--- config.mk ---
export PLATFORM = sky130hd
export DESIGN_NAME = dns_reply_rrsig_stripper_flat
export DESIGN_NICKNAME = d
export VERILOG_FILES = /design/src/hw/rtl/drs_pkg.sv /design/src/hw/rtl/drs_reply_if.sv /design/src/hw/rtl/drs_result_if.sv /design/src/hw/rtl/dns_reply_rrsig_stripper.sv /design/src/hw/rtl/drs_core.sv /design/src/hw/rtl/drs_outbuf.sv /design/src/flat_wrapper.sv
export SDC_FILE = /design/constraint.sdc
export NUM_CORES = 1
export LEC_CHECK = 0
export CAP_MARGIN = 25
export CORE_ASPECT_RATIO = 0.7
export CORE_MARGIN = 2
export CORE_UTILIZATION = 40
export DETAILED_ROUTE_END_ITERATION = 8
export DONT_BUFFER_PORTS = 1
export PLACE_DENSITY_LB_ADDON = 0.2
export SKIP_CTS_REPAIR_TIMING = 1
export SYNTH_ARGS = -nofsm -noshare
export SYNTH_HDL_FRONTEND = slang
export SYNTH_SLANG_ARGS = --single-unit
--- constraint.sdc ---
create_clock -name clk -period 19.4 [get_ports clk]
set_clock_uncertainty 0.2 [all_clocks]
set_input_delay 0.97 -clock clk [delete_from_list [all_inputs] [get_ports clk]]
set_output_delay 0.97 -clock clk [all_outputs]
set_load 0.05 [all_outputs]
--- src/hw/rtl/drs_pkg.sv ---
// ---------------------------------------------------------------------------
// drs_pkg
// shared types and constants of the dns reply rrsig stripper
// ---------------------------------------------------------------------------
package drs_pkg;

	localparam int ADDR_BITS = 16;
	localparam int MAX_RES   = 4;

	localparam logic [ADDR_BITS-1:0] POS_MAX = {ADDR_BITS{1'b1}};

	localparam logic [15:0] DROP_TYPE_RST = 16'd46;

	// header layout
	localparam logic [3:0] HDR_LEN   = 4'd12;
	localparam logic [3:0] HDR_QD_HI = 4'd4;
	localparam logic [3:0] HDR_QD_LO = 4'd5;
	localparam logic [3:0] HDR_AN_HI = 4'd6;
	localparam logic [3:0] HDR_AN_LO = 4'd7;

	localparam logic [3:0] Q_FIX_LEN = 4'd4;
	localparam logic [3:0] A_FIX_LEN = 4'd10;

	// parser phases
	localparam logic [3:0] PH_HDR    = 4'd0;
	localparam logic [3:0] PH_Q_LEN  = 4'd1;
	localparam logic [3:0] PH_Q_LBL  = 4'd2;
	localparam logic [3:0] PH_Q_PTR  = 4'd3;
	localparam logic [3:0] PH_Q_FIX  = 4'd4;
	localparam logic [3:0] PH_A_LEN  = 4'd5;
	localparam logic [3:0] PH_A_LBL  = 4'd6;
	localparam logic [3:0] PH_A_PTR  = 4'd7;
	localparam logic [3:0] PH_A_FIX  = 4'd8;
	localparam logic [3:0] PH_A_DATA = 4'd9;
	localparam logic [3:0] PH_REST   = 4'd10;
	localparam logic [3:0] PH_ERR    = 4'd11;

	// result kinds
	localparam logic KIND_WRITE = 1'b0;
	localparam logic KIND_DONE  = 1'b1;

	// done status
	localparam logic [2:0] ST_OK        = 3'd0;
	localparam logic [2:0] ST_SHORT_HDR = 3'd1;
	localparam logic [2:0] ST_NO_Q      = 3'd2;
	localparam logic [2:0] ST_MULTI_Q   = 3'd3;
	localparam logic [2:0] ST_BAD_Q     = 3'd4;
	localparam logic [2:0] ST_BAD_ANS   = 3'd5;

	// label length byte top bits
	localparam logic [1:0] LBL_PTR = 2'b11;
	localparam logic [1:0] LBL_X01 = 2'b01;
	localparam logic [1:0] LBL_X10 = 2'b10;

	typedef struct packed {
		logic        kind;
		logic [15:0] write_addr;
		logic [7:0]  write_data;
		logic [2:0]  status;
		logic [15:0] out_length;
		logic        final_item;
	} res_t;

	typedef struct packed {
		logic       load;
		logic [2:0] cnt;
	} load_t;

endpackage

--- src/hw/rtl/drs_reply_if.sv ---
// ---------------------------------------------------------------------------
// drs_reply_if
// request channel carrying reply bytes into the stripper
// ---------------------------------------------------------------------------
interface drs_reply_if;
	logic       valid;
	logic       ready;
	logic [7:0] reply_byte;
	logic       end_of_reply;

	modport source (output valid, output reply_byte, output end_of_reply, input ready);
	modport sink   (input valid, input reply_byte, input end_of_reply, output ready);
endinterface

--- src/hw/rtl/drs_result_if.sv ---
// ---------------------------------------------------------------------------
// drs_result_if
// request channel carrying buffer writes and done items out of the stripper
// ---------------------------------------------------------------------------
interface drs_result_if;
	logic        valid;
	logic        ready;
	logic        kind;
	logic [15:0] write_addr;
	logic [7:0]  write_data;
	logic [2:0]  status;
	logic [15:0] out_length;
	logic        final_item;

	modport source (output valid, output kind, output write_addr, output write_data,
		output status, output out_length, output final_item, input ready);
	modport sink   (input valid, input kind, input write_addr, input write_data,
		input status, input out_length, input final_item, output ready);
endinterface

--- src/hw/rtl/dns_reply_rrsig_stripper.sv ---
// ---------------------------------------------------------------------------
// dns_reply_rrsig_stripper
// copies a dns reply into an output buffer, dropping answers of one type
// ---------------------------------------------------------------------------
// Takes one reply byte per cycle, unless the result bank is still busy, and
// turns it into addressed buffer writes. A byte goes through an input
// register, is parsed combinationally, and its results are loaded into a
// four-entry result bank that offers them. Each byte causes at most one write,
// so the input keeps a rate of one byte per cycle while the result side takes
// one request per cycle. The last byte of a good reply adds two header patch
// writes and a done item, up to four results in all; the bank hands them out
// one per cycle while the result side is ready, and the input is held until
// the last of them goes out. A failed reply ends with a single done item.
// drop_type may only be written while no reply byte is in flight.
module dns_reply_rrsig_stripper (
	input  logic          clk,
	input  logic          arst_n,
	drs_reply_if.sink     reply,
	drs_result_if.source  result,
	input  logic          cfg_we,
	input  logic [15:0]   cfg_wdata
);

	drs_pkg::res_t [drs_pkg::MAX_RES-1:0] res;
	drs_pkg::load_t                       ld;
	logic                                 buf_free;

	drs_core u_core (
		.clk       (clk),
		.arst_n    (arst_n),
		.reply     (reply),
		.cfg_we    (cfg_we),
		.cfg_wdata (cfg_wdata),
		.buf_free  (buf_free),
		.res       (res),
		.ld        (ld)
	);

	drs_outbuf u_outbuf (
		.clk      (clk),
		.arst_n   (arst_n),
		.res      (res),
		.ld       (ld),
		.buf_free (buf_free),
		.result   (result)
	);

endmodule

--- src/hw/rtl/drs_core.sv ---
// ---------------------------------------------------------------------------
// drs_core
// input register, parser state and per-byte result generation
// ---------------------------------------------------------------------------
module drs_core (
	input  logic                                  clk,
	input  logic                                  arst_n,
	drs_reply_if.sink                             reply,
	input  logic                                  cfg_we,
	input  logic [15:0]                           cfg_wdata,
	input  logic                                  buf_free,
	output drs_pkg::res_t [drs_pkg::MAX_RES-1:0]  res,
	output drs_pkg::load_t                        ld
);

	localparam int AB = drs_pkg::ADDR_BITS;

	logic [7:0]    byte_s1;
	logic          eor_s1;
	logic          valid_s1;
	logic          advance;
	logic          accept;

	logic [15:0]   drop_q;
	logic [3:0]    ph_q, ph_d;
	logic [3:0]    hdr_q, hdr_d;
	logic [AB-1:0] pos_q, pos_d, pos_cur, pos_after;
	logic [AB-1:0] ros_q, ros_d;
	logic [15:0]   aleft_q, aleft_d, aleft_sa;
	logic [15:0]   kept_q, kept_d;
	logic [7:0]    lbl_q, lbl_d;
	logic [3:0]    fix_q, fix_d;
	logic [15:0]   rtype_q, rtype_d, rt_new;
	logic [15:0]   dleft_q, dleft_d, dl_new;
	logic          drop_q2, drop_d, drop_now;
	logic [2:0]    err_q, err_d;

	logic          emit_req, emitted, end_rec, start_ans;
	logic [2:0]    status;
	logic [2:0]    n;
	logic [1:0]    wi;
	drs_pkg::res_t [drs_pkg::MAX_RES-1:0] r;

	function automatic drs_pkg::res_t mk_write(logic [15:0] a, logic [7:0] d);
		drs_pkg::res_t x;
		x            = '0;
		x.kind       = drs_pkg::KIND_WRITE;
		x.write_addr = a;
		x.write_data = d;
		return x;
	endfunction

	function automatic drs_pkg::res_t mk_done(logic [2:0] st, logic [15:0] len);
		drs_pkg::res_t x;
		x            = '0;
		x.kind       = drs_pkg::KIND_DONE;
		x.status     = st;
		x.out_length = len;
		return x;
	endfunction

	assign accept      = reply.valid && reply.ready;
	assign advance     = valid_s1 && (n == 3'd0 || buf_free);
	assign reply.ready = !valid_s1 || advance;
	assign ld.load     = advance && (n != 3'd0);
	assign ld.cnt      = n;
	assign res         = r;

	always_ff @(posedge clk or negedge arst_n) begin
		if (!arst_n) begin
			valid_s1 <= 1'b0;
		end else if (accept) begin
			valid_s1 <= 1'b1;
		end else if (advance) begin
			valid_s1 <= 1'b0;
		end
	end

	always_ff @(posedge clk) begin
		if (accept) begin
			byte_s1 <= reply.reply_byte;
			eor_s1  <= reply.end_of_reply;
		end
	end

	always_ff @(posedge clk or negedge arst_n) begin
		if (!arst_n) begin
			drop_q <= drs_pkg::DROP_TYPE_RST;
		end else if (cfg_we) begin
			drop_q <= cfg_wdata;
		end
	end

	always_ff @(posedge clk or negedge arst_n) begin
		if (!arst_n) begin
			ph_q    <= drs_pkg::PH_HDR;
			hdr_q   <= '0;
			pos_q   <= '0;
			ros_q   <= '0;
			aleft_q <= '0;
			kept_q  <= '0;
			lbl_q   <= '0;
			fix_q   <= '0;
			rtype_q <= '0;
			dleft_q <= '0;
			drop_q2 <= 1'b0;
			err_q   <= '0;
		end else if (advance) begin
			ph_q    <= ph_d;
			hdr_q   <= hdr_d;
			pos_q   <= pos_d;
			ros_q   <= ros_d;
			aleft_q <= aleft_d;
			kept_q  <= kept_d;
			lbl_q   <= lbl_d;
			fix_q   <= fix_d;
			rtype_q <= rtype_d;
			dleft_q <= dleft_d;
			drop_q2 <= drop_d;
			err_q   <= err_d;
		end
	end

	always_comb begin
		ph_d      = ph_q;
		hdr_d     = (hdr_q == drs_pkg::HDR_LEN) ? hdr_q : hdr_q + 4'd1;
		pos_cur   = pos_q;
		ros_d     = ros_q;
		aleft_d   = aleft_q;
		kept_d    = kept_q;
		lbl_d     = lbl_q;
		fix_d     = fix_q;
		rtype_d   = rtype_q;
		dleft_d   = dleft_q;
		drop_d    = drop_q2;
		err_d     = err_q;
		emit_req  = 1'b0;
		end_rec   = 1'b0;
		start_ans = 1'b0;
		aleft_sa  = aleft_q;
		drop_now  = drop_q2;
		rt_new    = {rtype_q[15:8], byte_s1};
		dl_new    = {dleft_q[15:8], byte_s1};

		unique case (ph_q)
			drs_pkg::PH_HDR: begin
				if (hdr_q == drs_pkg::HDR_QD_HI) begin
					rtype_d = {8'd0, byte_s1};
				end
				if (hdr_q == drs_pkg::HDR_QD_LO && rtype_q[7:0] == 8'd0 && byte_s1 == 8'd0) begin
					err_d = drs_pkg::ST_NO_Q;
					ph_d  = drs_pkg::PH_ERR;
				end else if (hdr_q == drs_pkg::HDR_QD_LO
						&& (rtype_q[7:0] != 8'd0 || byte_s1 > 8'd1)) begin
					err_d = drs_pkg::ST_MULTI_Q;
					ph_d  = drs_pkg::PH_ERR;
				end else begin
					if (hdr_q == drs_pkg::HDR_AN_HI) begin
						aleft_d = {byte_s1, 8'd0};
					end
					if (hdr_q == drs_pkg::HDR_AN_LO) begin
						aleft_d = {aleft_q[15:8], byte_s1};
					end
					emit_req = 1'b1;
					if (hdr_q == drs_pkg::HDR_LEN - 4'd1) begin
						ph_d = drs_pkg::PH_Q_LEN;
					end
				end
			end
			drs_pkg::PH_Q_LEN, drs_pkg::PH_A_LEN: begin
				if (byte_s1[7:6] == drs_pkg::LBL_X01 || byte_s1[7:6] == drs_pkg::LBL_X10) begin
					err_d = (ph_q == drs_pkg::PH_Q_LEN) ? drs_pkg::ST_BAD_Q : drs_pkg::ST_BAD_ANS;
					ph_d  = drs_pkg::PH_ERR;
				end else begin
					emit_req = 1'b1;
					if (byte_s1 == 8'd0) begin
						fix_d = '0;
						ph_d  = ph_q + 4'd3;
					end else if (byte_s1[7:6] == drs_pkg::LBL_PTR) begin
						ph_d = ph_q + 4'd2;
					end else begin
						lbl_d = byte_s1;
						ph_d  = ph_q + 4'd1;
					end
				end
			end
			drs_pkg::PH_Q_LBL, drs_pkg::PH_A_LBL: begin
				emit_req = 1'b1;
				lbl_d    = lbl_q - 8'd1;
				if (lbl_q == 8'd1) begin
					ph_d = ph_q - 4'd1;
				end
			end
			drs_pkg::PH_Q_PTR, drs_pkg::PH_A_PTR: begin
				emit_req = 1'b1;
				fix_d    = '0;
				ph_d     = ph_q + 4'd1;
			end
			drs_pkg::PH_Q_FIX: begin
				emit_req = 1'b1;
				fix_d    = fix_q + 4'd1;
				if (fix_q + 4'd1 == drs_pkg::Q_FIX_LEN) begin
					start_ans = 1'b1;
				end
			end
			drs_pkg::PH_A_FIX: begin
				if (fix_q == 4'd0) begin
					rtype_d = {byte_s1, 8'd0};
				end
				if (fix_q == 4'd1) begin
					rtype_d = rt_new;
					if (rt_new == drop_q) begin
						drop_d   = 1'b1;
						drop_now = 1'b1;
						pos_cur  = ros_q;
					end
				end
				// rdlength sits in the last two fixed bytes
				if (fix_q == 4'd8) begin
					dleft_d = {byte_s1, 8'd0};
				end
				if (fix_q == 4'd9) begin
					dleft_d = dl_new;
				end
				emit_req = !drop_now;
				fix_d    = fix_q + 4'd1;
				if (fix_q + 4'd1 == drs_pkg::A_FIX_LEN) begin
					if (dl_new == 16'd0) begin
						end_rec = 1'b1;
					end else begin
						ph_d = drs_pkg::PH_A_DATA;
					end
				end
			end
			drs_pkg::PH_A_DATA: begin
				emit_req = !drop_q2;
				dleft_d  = dleft_q - 16'd1;
				if (dleft_q == 16'd1) begin
					end_rec = 1'b1;
				end
			end
			drs_pkg::PH_REST: begin
				emit_req = 1'b1;
			end
			default: begin
			end
		endcase

		emitted   = emit_req && (pos_cur != drs_pkg::POS_MAX);
		pos_after = pos_cur + AB'(emitted);
		pos_d     = pos_after;

		if (end_rec) begin
			if (!drop_now) begin
				kept_d = kept_q + 16'd1;
			end
			drop_d    = 1'b0;
			aleft_d   = aleft_q - 16'd1;
			aleft_sa  = aleft_q - 16'd1;
			start_ans = 1'b1;
		end

		if (start_ans) begin
			if (aleft_sa == 16'd0) begin
				ph_d = drs_pkg::PH_REST;
			end else begin
				ros_d = pos_after;
				ph_d  = drs_pkg::PH_A_LEN;
			end
		end

		// results of this byte
		r    = '0;
		r[0] = mk_write(16'(pos_cur), byte_s1);
		n    = {2'd0, emitted};
		wi   = {1'b0, emitted};

		if (hdr_d < drs_pkg::HDR_LEN) begin
			status = drs_pkg::ST_SHORT_HDR;
		end else if (ph_d == drs_pkg::PH_ERR) begin
			status = err_d;
		end else if (ph_d == drs_pkg::PH_REST) begin
			status = drs_pkg::ST_OK;
		end else if (ph_d >= drs_pkg::PH_Q_LEN && ph_d <= drs_pkg::PH_Q_FIX) begin
			status = drs_pkg::ST_BAD_Q;
		end else begin
			status = drs_pkg::ST_BAD_ANS;
		end

		if (eor_s1) begin
			if (status == drs_pkg::ST_OK) begin
				// patch the answer count in the copied header
				r[wi]        = mk_write(16'(drs_pkg::HDR_AN_HI), kept_d[15:8]);
				r[wi + 2'd1] = mk_write(16'(drs_pkg::HDR_AN_LO), kept_d[7:0]);
				r[wi + 2'd2] = mk_done(drs_pkg::ST_OK, 16'(pos_after));
				n            = n + 3'd3;
			end else begin
				r[wi] = mk_done(status, 16'd0);
				n     = n + 3'd1;
			end
			ph_d    = drs_pkg::PH_HDR;
			hdr_d   = '0;
			pos_d   = '0;
			ros_d   = '0;
			aleft_d = '0;
			kept_d  = '0;
			lbl_d   = '0;
			fix_d   = '0;
			rtype_d = '0;
			dleft_d = '0;
			drop_d  = 1'b0;
			err_d   = '0;
		end

		for (int i = 0; i < drs_pkg::MAX_RES; i++) begin
			r[i].final_item = (3'(i) + 3'd1 == n);
		end
	end

endmodule

--- src/hw/rtl/drs_outbuf.sv ---
// ---------------------------------------------------------------------------
// drs_outbuf
// result register bank, drained one request per cycle while the result side is ready
// ---------------------------------------------------------------------------
module drs_outbuf (
	input  logic                                  clk,
	input  logic                                  arst_n,
	input  drs_pkg::res_t [drs_pkg::MAX_RES-1:0]  res,
	input  drs_pkg::load_t                        ld,
	output logic                                  buf_free,
	drs_result_if.source                          result
);

	drs_pkg::res_t [drs_pkg::MAX_RES-1:0] slot_s2;
	logic [1:0] rd_q;
	logic [2:0] left_q;
	logic       take;
	drs_pkg::res_t head;

	assign head     = slot_s2[rd_q];
	assign take     = result.valid && result.ready;
	assign buf_free = (left_q == 3'd0) || (left_q == 3'd1 && result.ready);

	assign result.valid      = (left_q != 3'd0);
	assign result.kind       = head.kind;
	assign result.write_addr = head.write_addr;
	assign result.write_data = head.write_data;
	assign result.status     = head.status;
	assign result.out_length = head.out_length;
	assign result.final_item = head.final_item;

	always_ff @(posedge clk) begin
		if (ld.load) begin
			slot_s2 <= res;
		end
	end

	always_ff @(posedge clk or negedge arst_n) begin
		if (!arst_n) begin
			rd_q   <= '0;
			left_q <= '0;
		end else if (ld.load) begin
			rd_q   <= '0;
			left_q <= ld.cnt;
		end else if (take) begin
			rd_q   <= rd_q + 2'd1;
			left_q <= left_q - 3'd1;
		end
	end

endmodule

--- src/flat_wrapper.sv ---
// flat-port wrapper written by rule: the top's interface ports become plain ports
module dns_reply_rrsig_stripper_flat 
  (clk, arst_n, cfg_we, cfg_wdata, reply_valid, reply_reply_byte, reply_end_of_reply, reply_ready, result_valid, result_kind, result_write_addr, result_write_data, result_status, result_out_length, result_final_item, result_ready);
  drs_reply_if reply_i ();
  drs_result_if result_i ();
  input  logic clk;
  input  logic arst_n;
  input  logic cfg_we;
  input  logic [15:0] cfg_wdata;
  input wire logic [$bits(reply_i.valid)-1:0] reply_valid;
  input wire logic [$bits(reply_i.reply_byte)-1:0] reply_reply_byte;
  input wire logic [$bits(reply_i.end_of_reply)-1:0] reply_end_of_reply;
  output wire logic [$bits(reply_i.ready)-1:0] reply_ready;
  output wire logic [$bits(result_i.valid)-1:0] result_valid;
  output wire logic [$bits(result_i.kind)-1:0] result_kind;
  output wire logic [$bits(result_i.write_addr)-1:0] result_write_addr;
  output wire logic [$bits(result_i.write_data)-1:0] result_write_data;
  output wire logic [$bits(result_i.status)-1:0] result_status;
  output wire logic [$bits(result_i.out_length)-1:0] result_out_length;
  output wire logic [$bits(result_i.final_item)-1:0] result_final_item;
  input wire logic [$bits(result_i.ready)-1:0] result_ready;
  assign reply_i.valid = reply_valid;
  assign reply_i.reply_byte = reply_reply_byte;
  assign reply_i.end_of_reply = reply_end_of_reply;
  assign reply_ready = reply_i.ready;
  assign result_valid = result_i.valid;
  assign result_kind = result_i.kind;
  assign result_write_addr = result_i.write_addr;
  assign result_write_data = result_i.write_data;
  assign result_status = result_i.status;
  assign result_out_length = result_i.out_length;
  assign result_final_item = result_i.final_item;
  assign result_i.ready = result_ready;
  dns_reply_rrsig_stripper u_core (.clk(clk), .arst_n(arst_n), .reply(reply_i), .result(result_i), .cfg_we(cfg_we), .cfg_wdata(cfg_wdata));
endmodule
== After elaboration in Yosys (flattened, before gate mapping) ==
Cells that the tools add are included.
Cells by class
  add/sub/neg operators: 17
  order comparisons: 11
  equality and inequality tests: 50
  multiplexer cells: 100
  reduce and logical (&&, ||, !) cells: 59
Operators with widths (count)
  180-bit bitwise mux: 4
  16-bit two-way mux: 25
  45-bit demux with 2-bit select: 2
  180-bit two-way mux: 1
  45-bit two-way mux: 4
  45-bit binary-select mux with 2-bit select: 1
  4-bit two-way mux: 17
  16-bit case mux with 2 select lines: 2
  45-bit demux with 1-bit select: 1
  44-bit two-way mux: 1
  4-bit equality test (second input constant): 10
  4-bit by 3-bit equality test with 1-bit output (second input constant): 9
  3-bit != test (second input constant): 12
  3-bit two-way mux: 11
  16-bit logical NOT: 2
  8-bit two-way mux: 4
  16-bit by 1-bit subtractor with 16-bit output (second input constant): 2
  3-bit nonzero test: 8
  4-bit case mux with 5 select lines: 1
  1-bit two-way mux: 19
  16-bit by 1-bit adder with 16-bit output: 1
  16-bit by 1-bit adder with 16-bit output (second input constant): 1
  16-bit by 1-bit equality test with 1-bit output (second input constant): 1
  16-bit equality test: 1
  other kinds (51): 97
Storage, ports and cells
  register bits after elaboration: 331
  bits of input ports: 30
  word-level logic and storage cells: 282

== Depth between registers and ports, before layout ==
  depth in word-level cells: 23
  gate-level depth with buffers: 20
  mapped depth without buffers: 18

== Hierarchy ==
A second synthesis with hierarchy kept.
Second synthesis, totals
  cells, all modules: 1690
  area total of the unflattened synthesis: 18131.1 µm²
Modules (own cells, without submodules)
  drs_core: instances 1, cells each 1418, area an instance 11325.9 µm², sequential area each 3703.6 µm²
  drs_outbuf: instances 1, cells each 272, area an instance 6805.3 µm², sequential area each 5530.3 µm²

== Least setup slack after synthesis ==
OpenSTA, ideal clock, no wires.
  path type: register to register
  start: register u_core.u_core.ph_q[0]
  end: register u_core.u_outbuf.left_q[0]
  arrival: 7.853 ns
  path slack: 11.009 ns
  cell stages (with the launch flop): 17
  clock period less this slack: 8.391 ns
  cell sequence: dfrtp_1 -> inv_1 -> ha_1 -> nor2b_2 -> nand2_1 -> nor3_1 -> and2_1 -> buf_2 -> mux2_2 -> o32ai_1 -> buf_2 -> ha_1 -> o21bai_1 -> nand2_1 -> clkbuf_1 -> nor2_1 -> o21ai_0
RTL lines
  start: declaration: RTL line drs_core.sv:25  | logic [3:0] ph_q, ph_d;
  start signal: assignment: RTL line drs_core.sv:96  | ph_q <= drs_pkg::PH_HDR;
  start signal: assignment: RTL line drs_core.sv:109  | ph_q <= ph_d;
  end signal: assignment: RTL line drs_outbuf.sv:44  | left_q <= ld.cnt;
  end signal: assignment: RTL line drs_outbuf.sv:47  | left_q <= left_q - 3'd1;
  end: declaration: RTL line drs_outbuf.sv:16  | logic [2:0] left_q;

== Final worst setup path ==
  start: register u_core.u_core.ph_q[0]
  end: output reply_ready
On the way
  longest elaborated chain between the ends: 19
Ends and longest elaborated chain
  4-bit by 1-bit adder with 4-bit output (tied with other cells): RTL line drs_core.sv:183, drs_core.sv:197
  4-bit two-way mux or 1-bit case mux with 2 select lines (tied branches): RTL line drs_core.sv:179, drs_core.sv:145
  4-bit two-way mux or 16-bit two-way mux (tied branches): RTL line drs_core.sv:176, drs_core.sv:253
  4-bit two-way mux or 16-bit logical NOT (tied branches): RTL line drs_core.sv:171, drs_core.sv:264
  4-bit case mux with 5 select lines or 4-bit two-way mux (tied branches): RTL line drs_core.sv:145, drs_core.sv:264
  4-bit two-way mux: RTL line drs_core.sv:263  | if (start_ans) begin
  4-bit by 1-bit >= comparator with 1-bit output or 4-bit by 3-bit less-or-equal comparator with 1-bit output (tied branches): RTL line drs_core.sv:284  | end else if (ph_d >= drs_pkg::PH_Q_LEN && ph_d <= drs_pkg::PH_Q_FIX) begin
  1-bit logical AND: RTL line drs_core.sv:284
  (+3 left out)
  3-bit two-way mux: RTL line drs_core.sv:278  | if (hdr_d < drs_pkg::HDR_LEN) begin
  3-bit logical NOT: RTL line drs_core.sv:291  | if (status == drs_pkg::ST_OK) begin
  3-bit two-way mux: RTL line drs_core.sv:291
  3-bit two-way mux *: RTL line drs_core.sv:290  | if (eor_s1) begin
  3-bit logical NOT *: RTL line drs_core.sv:63  | assign advance = valid_s1 && (n == 3'd0 || buf_free);
  1-bit logical OR *: RTL line drs_core.sv:63
  1-bit logical AND *: RTL line drs_core.sv:63
  1-bit logical OR *: RTL line drs_core.sv:64  | assign reply.ready = !valid_s1 || advance;
  end: declaration: RTL line flat_wrapper.sv:13  | output wire logic [$bits(reply_i.ready)-1:0] reply_ready;
Every way passes the cells marked *; elsewhere a longest branch is shown, timed or not.

==> out/results.tsv <==
metric	value	unit
antenna_found_initial	0	
critical_path_class	register to output pin	
cts-root-buf	clkbuf_16	
slew_headroom	0.284	
syn_nets	1588	
met1_usage	0.355	
grt_max_degree	143	
start_util	0.403	
h-tree-depth	1	
fp.dieH	163	um
wl	40800	um
maxCapViolCount	0	
crit_chain	inv_1, ha_1, nor2b_2, nand2_1, nor3_1, and2_1, buf_4, mux2_2, o32ai_1, buf_4, ha_1, o21bai_1, inv_1, nand2_1	
max_freq	156	MHz
via_per_inst	5.84	
die_width	230	um
coreArea	35600	sq um
die_area	37400	sq um
setup_tns	0	ps
grt_util_met2	0.288	
powerDensity	150	nW/um^2
r2r_setup_slack	13320	ps
clock-sinks	239	
antenna_left	0	
insertion_delay	580	ps
drive_above_1_share	0.0946	
synth-edff-count	97	
wl_per_cell	20.6	um
ioPinCount	77	
netlist_area	14400	sq um
critPathMaxFanout	26	
post-place-cells	1929	
rr_worst_depth	19	
status	complete, no violations	
synthCells	1523	
drc	0	
hold_violations	0	
hold_path_class	input port to asynchronous set/reset pin	
ys_seq_area_frac	0.451	
fin_crit_sh	0.329	
finalWeightedCongestion	0.922	
leakagePower	5.92	nW
grt_usage	0.219	
clockBufferDepth	3	
fin_crit	6390	ps
syn_avg_cell_area	9.43	sq um
port_buffers	0	
endpoint_kind	output pin	
fin_nets	1545	
dpl.hpwl	28200	um
start_kind	register	
r2r-end	u_core.u_outbuf.slot_s2[103]$_SDFFCE_PP0P_	
grt-ovfl-total	0	
grt_pass1_vias	10745	
final_max_slew_viol_count	0	
via_count	11575	
dr.first_iter.drc_count	1107	
cts_buffers	27	
worst_pin_slew	1070	ps
setup_viol	0	
cts_tree	done	
critPathMaxStageDelay	520	ps
rsz0062_at_grt	no	
arrival	5220	ps
antenna_cells	0	
grtUsageMet3	0.0501	
ys.flop_type	dfrtp_1	
crit_slowest_cell	nand2_1	
rows	58	
ys_types	88	
reg2reg_from	u_core.u_core.ph_q[0]$_DFFE_PN0P_	
irDropWorstVdd	102	uV
clk_pin_slew	60	ps
synth-seq-cells	239	
grt_pass1_wl	64300	um
worst_ep_required_time	18230	ps
whs	47.5	ps
instances_no_fill	1981	
ys_warn_count	0	
syn_to_final_growth	8.91	%
top_usage_layer	met1	
firstDrtPassIters	6	
synth-async-reset-ratio	0.594	
## placed cells by master, fill, tap and decap left out, drive strengths merged, types with 6 or more instances in the layout
cell / Yosys / layout
clkinv: 1 / 10
mux2: 23 / 23
o21ai: 148 / 148
o211ai: 7 / 7
nand2: 192 / 192
o2bb2ai: 7 / 7
or3: 14 / 14
a22o: 18 / 18
o31ai: 25 / 25
or4: 14 / 14
xor2: 25 / 25
a32oi: 9 / 9
clkbuf: 71 / 36
a21oi: 81 / 81
nor2b: 29 / 29
a211oi: 7 / 7
a31oi: 11 / 11
o21a: 7 / 7
o22ai: 10 / 10
ha: 35 / 35
mux2i: 53 / 53
nand4: 13 / 13
nor2: 126 / 126
inv: 35 / 36
a2111oi: 9 / 9
and2: 39 / 39
a22oi: 7 / 7
buf: 23 / 22
nor3: 68 / 68
xnor2: 34 / 34
nand2b: 16 / 16
nor4: 16 / 16
nand3: 34 / 34
edfxtp: 97 / 97
nor3b: 6 / 6
and3: 15 / 15
dfrtp: 138 / 138
## cell usage after synthesis (all sizes together), types with 34 or more instances
cell type    n  share of area
clkbuf      71          0.019
ha          35          0.031
mux2i       53          0.037
inv         35         0.0092
xnor2       34          0.021
and2        39          0.017
dfrtp      138           0.24
nor2       126          0.042
nand3       34          0.012
o21ai      148          0.052
nand2      192          0.050
a21oi       81          0.029
nor3        68          0.027
edfxtp      97           0.20
## sequential cells by signal (all words and copies together), names as in the netlist
| name | count |
|---|---|
| u_core.u_core.byte_s1 | 8 |
| u_core.u_core.aleft_q | 16 |
| u_core.u_outbuf.slot_s2 | 88 |
| u_core.u_core.valid_s1 | 1 |
| u_core.u_core.pos_q | 16 |
| u_core.u_core.fix_q | 4 |
| u_core.u_core.rtype_q | 16 |
| u_core.u_core.ros_q | 16 |
| u_core.u_core.err_q | 3 |
| u_core.u_core.dleft_q | 16 |
| u_core.u_core.kept_q | 16 |
| u_core.u_core.ph_q | 4 |
| u_core.u_core.drop_q | 16 |
| u_core.u_core.drop_q2 | 1 |
| u_core.u_core.eor_s1 | 1 |
| u_core.u_outbuf.rd_q | 2 |
| u_core.u_core.hdr_q | 4 |
| u_core.u_outbuf.left_q | 3 |
| u_core.u_core.lbl_q | 8 |
## per-stage QoR
| stage | worst slack [ps] | util | cell area (sq um) | total power [mW] |
|---|---|---|---|---|
| global route | 12630 | 0.439 | 15600 | 2.48 |
| finish | 13010 | 0.439 | 15600 | 2.34 |
| global placement | 13570 | 0.413 | 14700 | 1.80 |
| detailed placement | 13380 | 0.413 | 14700 | 1.81 |
| floorplan | 11010 | - | 14400 | 1.57 |
| CTS | 13040 | 0.437 | 15600 | 2.33 |
## power by group
group	leakage [nW]	total [mW]	switching (mW)	internal, mW
registers	2.84	0.831	0.109	0.722
logic	2.65	0.990	0.730	0.259
clock network	0.428	0.520	0.219	0.301
total	5.92	2.34	1.06	1.28
## how the worst max path moves through the flow
stage,startpoint,to,slack [ps],cells after the start
after detailed placement,u_core.u_core.ph_q[0]$_DFFE_PN0P_,u_core.u_outbuf.slot_s2[103]$_SDFFCE_PP0P_,13380,19
final,u_core.u_core.ph_q[0]$_DFFE_PN0P_,reply_ready,13010,14
after global routing,u_core.u_core.ph_q[0]$_DFFE_PN0P_,reply_ready,12630,14
after floorplan,u_core.u_core.ph_q[0]$_DFFE_PN0P_,u_core.u_outbuf.left_q[0]$_DFFE_PN0P_,11010,16
after CTS,u_core.u_core.ph_q[0]$_DFFE_PN0P_,reply_ready,13040,14
after global placement,u_core.u_core.ph_q[0]$_DFFE_PN0P_,u_core.u_outbuf.slot_s2[103]$_SDFFCE_PP0P_,13570,19
## cell type report
class / count / area (sq um)
multi-input cells: 1154 / 7350
flip-flops and latches: 239 / 6470
clock inverters: 14 / 158
well taps: 480 / 601
inverters: 36 / 135
clock buffers: 36 / 719
fillers: 3407 / 20000
repair buffers: 22 / 203
## worst max-delay path: cells and delay by family, from the launching register on
kind | cells | cell delay, ps
buffers and inverters | 4 | 910
multiplexers | 1 | 470
AO/OA/AOI/OAI | 2 | 490
flip-flops | 1 | 480
adder cells (fa/ha/maj) | 2 | 520
AND/OR/NAND/NOR | 5 | 1760
## metal layers
metal	share of wire	vias up	routed length, um
li1	-	5446	-
met1	0.51	5654	21000
met2	0.39	432	15900
met3	0.080	43	3280
met4	0.016	0	637
met5	0	-	0
## cell families (layout without fill, tap and decap cells)
group | count (synthesis) | after routing | share of synthesized area
buffers and inverters | 130 | 108 | 0.0384
flip-flops | 239 | 239 | 0.451
AND/OR/NAND/NOR | 600 | 600 | 0.218
multiplexers | 78 | 78 | 0.0581
adder cells (fa/ha/maj) | 35 | 35 | 0.0305
XOR/XNOR | 59 | 59 | 0.0360
AO/OA/AOI/OAI | 382 | 382 | 0.168
Power figures use the tool's default switching activity.
